### src/sv/fslc_pkg.sv
// Package for the frame-stamped LRU texture cache: widths, codes and
// the command/status structs between controller and datapath. No dependencies.
`default_nettype none

package fslc_pkg;

  localparam int EntryCount    = 129;
  localparam int SlotW         = 8;
  localparam int KeyW          = 48;
  localparam int StampW        = 32;
  localparam int OutcomeW      = 3;
  localparam int ThreshW       = 11;
  localparam int ThresholdDef  = 128;

  localparam logic [SlotW-1:0]  LastSlot  = SlotW'(EntryCount - 1);
  localparam logic [StampW-1:0] FrameTop  = '1;

  localparam logic CmdLookup = 1'b0;
  localparam logic CmdTick   = 1'b1;

  localparam logic [OutcomeW-1:0] OutHit     = 3'd0;
  localparam logic [OutcomeW-1:0] OutStored  = 3'd1;
  localparam logic [OutcomeW-1:0] OutEvicted = 3'd2;
  localparam logic [OutcomeW-1:0] OutNoRoom  = 3'd3;
  localparam logic [OutcomeW-1:0] OutTick    = 3'd4;

  typedef struct packed {
    logic load;
    logic scan_step;
    logic finish;
  } fslc_cmd_t;

  typedef struct packed {
    logic scan_last;
    logic out_busy;
  } fslc_sts_t;

endpackage

`default_nettype wire

### src/sv/fslc_ctrl.sv
// Controller for the texture cache: accept, scan sequencing and result hand-off.
// Depends on fslc_pkg.
`default_nettype none

module fslc_ctrl (
  input  wire logic                clk_i,
  input  wire logic                rst_ni,
  input  wire logic                req_valid_i,
  input  wire logic                req_cmd_i,
  output logic                     req_ready_o,
  input  wire fslc_pkg::fslc_sts_t sts_i,
  output fslc_pkg::fslc_cmd_t      cmd_o
);
  import fslc_pkg::*;

  localparam logic [1:0] S_IDLE = 2'd0;
  localparam logic [1:0] S_SCAN = 2'd1;
  localparam logic [1:0] S_LAST = 2'd2;
  localparam logic [1:0] S_FIN  = 2'd3;

  logic [1:0] state_q, state_d;

  always_comb begin
    state_d     = state_q;
    req_ready_o = 1'b0;
    cmd_o       = '0;
    case (state_q)
      S_IDLE: begin
        req_ready_o = 1'b1;
        if (req_valid_i) begin
          cmd_o.load = 1'b1;
          state_d    = (req_cmd_i == CmdTick) ? S_FIN : S_SCAN;
        end
      end
      S_SCAN: begin
        cmd_o.scan_step = 1'b1;
        if (sts_i.scan_last) state_d = S_LAST;
      end
      S_LAST: state_d = S_FIN;
      S_FIN: begin
        if (!sts_i.out_busy) begin
          cmd_o.finish = 1'b1;
          state_d      = S_IDLE;
        end
      end
      default: state_d = S_IDLE;
    endcase
  end

  always_ff @(posedge clk_i or negedge rst_ni) begin
    if (!rst_ni) begin
      state_q <= S_IDLE;
    end else begin
      state_q <= state_d;
    end
  end

endmodule

`default_nettype wire

### config.mk
export PLATFORM = sky130hd
export DESIGN_NAME = fslc_ctrl
export DESIGN_NICKNAME = d
export VERILOG_FILES = /design/src/sv/fslc_pkg.sv /design/src/sv/fslc_ctrl.sv
export SDC_FILE = /design/constraint.sdc
export NUM_CORES = 1
export LEC_CHECK = 0
export BUFFER_PORTS_ARGS = -buffer_cell sky130_fd_sc_hd__buf_2
export CAP_MARGIN = 25
export CORE_AREA = 5 5 42 44
export CTS_BUF_LIST = sky130_fd_sc_hd__clkbuf_8
export DETAILED_ROUTE_END_ITERATION = 10
export DIE_AREA = 0 0 47 49
export PLACE_DENSITY = 0.31
export SYNTH_ARGS = -nofsm -noshare
export SYNTH_HDL_FRONTEND = slang
export SYNTH_SLANG_ARGS = --single-unit
### constraint.sdc
create_clock -name clk_i -period 3.8 [get_ports clk_i]
set_input_delay 0.95 -clock clk_i [delete_from_list [all_inputs] [get_ports clk_i]]
set_output_delay 0.95 -clock clk_i [all_outputs]
set_load 0.01 [all_outputs]
==> impl_metrics.csv <==
group,metric,value,unit
route,final_antenna_net_count,0,
place,gp_congestion,0.660,
cells_and_area,layout.nets,42,
synth,synth_xor_area_share,0,%
cells_and_area,layout_common_cells,"buf_2 (9), ha_1 (4), inv_1 (3), mux2i_1 (3), clkbuf_8 (3)",
cells_and_area,fillers,161,
floorplanning,die_h,49,microns
timing,setup_viol,0,
worst_setup_path,arrival,1360,ps
cts,cts-root-buf,"clkbuf_8",
worst_setup_path,worstRegToRegCells,5,
place,dpl.hpwl,328,microns
power,powerDensity,863,nW/um^2
synth,synthAdderAreaFrac,27.6,%
grt,grt_pass1_vias,142,
cts,cts_buffers,3,
worst_setup_path,critical_path_required,2850,ps
cells_and_area,antennaDiodeCount,0,
synth,synth_compound_area_share,8.28,%
grt,use_met3,2.21,%
grt,top_usage_layer,"met2",
synth,synth.cell_area,181,sq um
synth,yosys.area.top_type_share,27.6,%
power,power_leakage,0.156,nW
floorplanning,ios,10,
timing,slew-limit-headroom,84.8,%
floorplanning,die_w,47,microns
synth,syn-instance-count,18,
floorplanning,design.core.area,1400,sq um
cts,cts_resized,0,
route,drtPass1Iterations,1,
cells_and_area,layout.cells.non_filler,46,
route,viasPerCell,3.39,
timing,worst_pin_slew,227,ps
cts,htree_levels,1,
floorplanning,start_util,12.9,%
route,drt_iter0_markers,0,
synth,yosysUniqueCellTypes,10,
timing,period_share,60.9,%
power,vdd_ir_drop_max,0.000280,V
worst_setup_path,crit_path_end_kind,"output pin",
grt,grt_util_met2,4.52,%
synth,yosysWarningCount,0,
timing,worst_hold_slack,519,ps
timing,hold_viol,0,
synth,synth_top_family_by_area,"adder cells",
grt,grt_pass1_wl,524,microns
synth,synth-seq-area-share,27.6,%
synth,yosys_register_bits,2,
status,status,"finished clean",
grt,grt_max_degree,6,
place,port_buffers,9,
grt,antenna_found_initial,0,
cells_and_area,largestRegisters,"state_q x2",
cts,worst_skew_pair.late_latency,210,ps
grt,grt_util_met1,3.52,%
cells_and_area,final_common_cell,"buf_2",
hold_path,min_path_type,"primary input to asynchronous set/reset pin",
synth,synthMuxAreaShare,16.6,%
timing,final_max_slew_viol_count,0,
cells_and_area,drive_gt1_share,50.0,%
route,drt_wl_total,377,microns
floorplanning,die-area,2300,sq um
timing,finalClockSkew,2.79,ps
cts,cts_tree,"built",
place,dp_cells,43,
cts,hold_buffers,0,
cts,cts_buffer_depth,2,
grt,grt_usage,3.59,%
grt,grt_overflow,0,
timing,tns,0,ps
synth,synth.net_count,28,
cells_and_area,utilization,20.5,%
synth,yosys-top-cells-area,"dfrtp_1 (28%), ha_1 (28%), mux2i_1 (17%), o221ai_2 (8.3%), inv_1 (6.2%)",
route,route.detailed.drc,0,
timing,fmax,432,MHz
worst_setup_path,worst_setup_path_start_kind,"primary input",
synth,yosys.area_share.simple,11.7,%
route,avgRoutedWirePerCell,8.20,microns
cells_and_area,largest-register,"state_q",
place,placed_area,246,sq um
route,vias,156,
cts,cts_sinks,2,
cells_and_area,largest_register_ffs,2,
synth,synth_top_area_cell,"dfrtp_1",
cts,cts_setup_buffers,0,
cells_and_area,synthToLayoutAreaGrowth,58.6,%
timing,rsz0062_at_grt,"false",
synth,syn_avg_cell_area,10.1,sq um
worst_setup_path,crit_fanout,2,
run,cap_violations,0,
timing,min_period,2310,ps
floorplanning,rows,14,
cts,clkTransAtPathRegs,30,ps
cells_and_area,final_cell_area,288,sq um
worst_setup_path,crit_type,"primary input to output pin",
## cell usage after synthesis
cell	instances
and2_2	1
dfrtp_1	2
ha_1	4
inv_1	3
inv_2	1
mux2i_1	3
nand2_1	1
nor2_1	1
nor2b_1	1
o221ai_2	1
## worst max-delay path, stage by stage
cell and delay (ps):
buf_2 110, and2_2 170, buf_2 130
## layer usage
metal	share of wire (%)	wire (microns)
met5	0	0
met4	0	0
met3	16	59
met2	45	169
met1	40	149
## where the power goes
group          total (mW)  internal [mW]  switching (mW)
combinational       0.123         0.0576          0.0655
sequential         0.0429         0.0339         0.00898
clock              0.0824         0.0669          0.0155
## final timing paths
kind,slack [ps],from,endpoint
worst max-delay path,1490,req_valid_i,cmd_o[2]
worst min-delay path,520,rst_ni,state_q[0]
worst max register to register,2430,state_q[0],state_q[1]
worst min register to register,630,state_q[0],state_q[0]
max in group asynchronous,3180,rst_ni,state_q[1]
min in group clk_i,630,state_q[0],state_q[0]
## final cells by class
class | count | area [sq um] | area share (%)
clock buffer | 3 | 41.3 | 14.3
inverter | 4 | 15.0 | 5.22
multi-input combinational | 12 | 116 | 40.4
sequential | 2 | 50.0 | 17.4
tap | 16 | 20.0 | 6.96
timing repair buffer | 9 | 45.0 | 15.7
## per-stage QoR
step | setup slack, ps | power, mW
global placement | 1490 | 0.169
floorplan | 1710 | 0.136
CTS | 1480 | 0.258
global route | 1470 | 0.272
detailed placement | 1480 | 0.172
finish | 1490 | 0.248
## cell families after synthesis
| logic type | count (synthesis) |
|---|---|
| compound gates | 1 |
| fa+ha+maj | 4 |
| buf+inv | 4 |
| flops | 2 |
| mux | 3 |
| simple gates | 4 |
(Power assumes the default switching activity.)
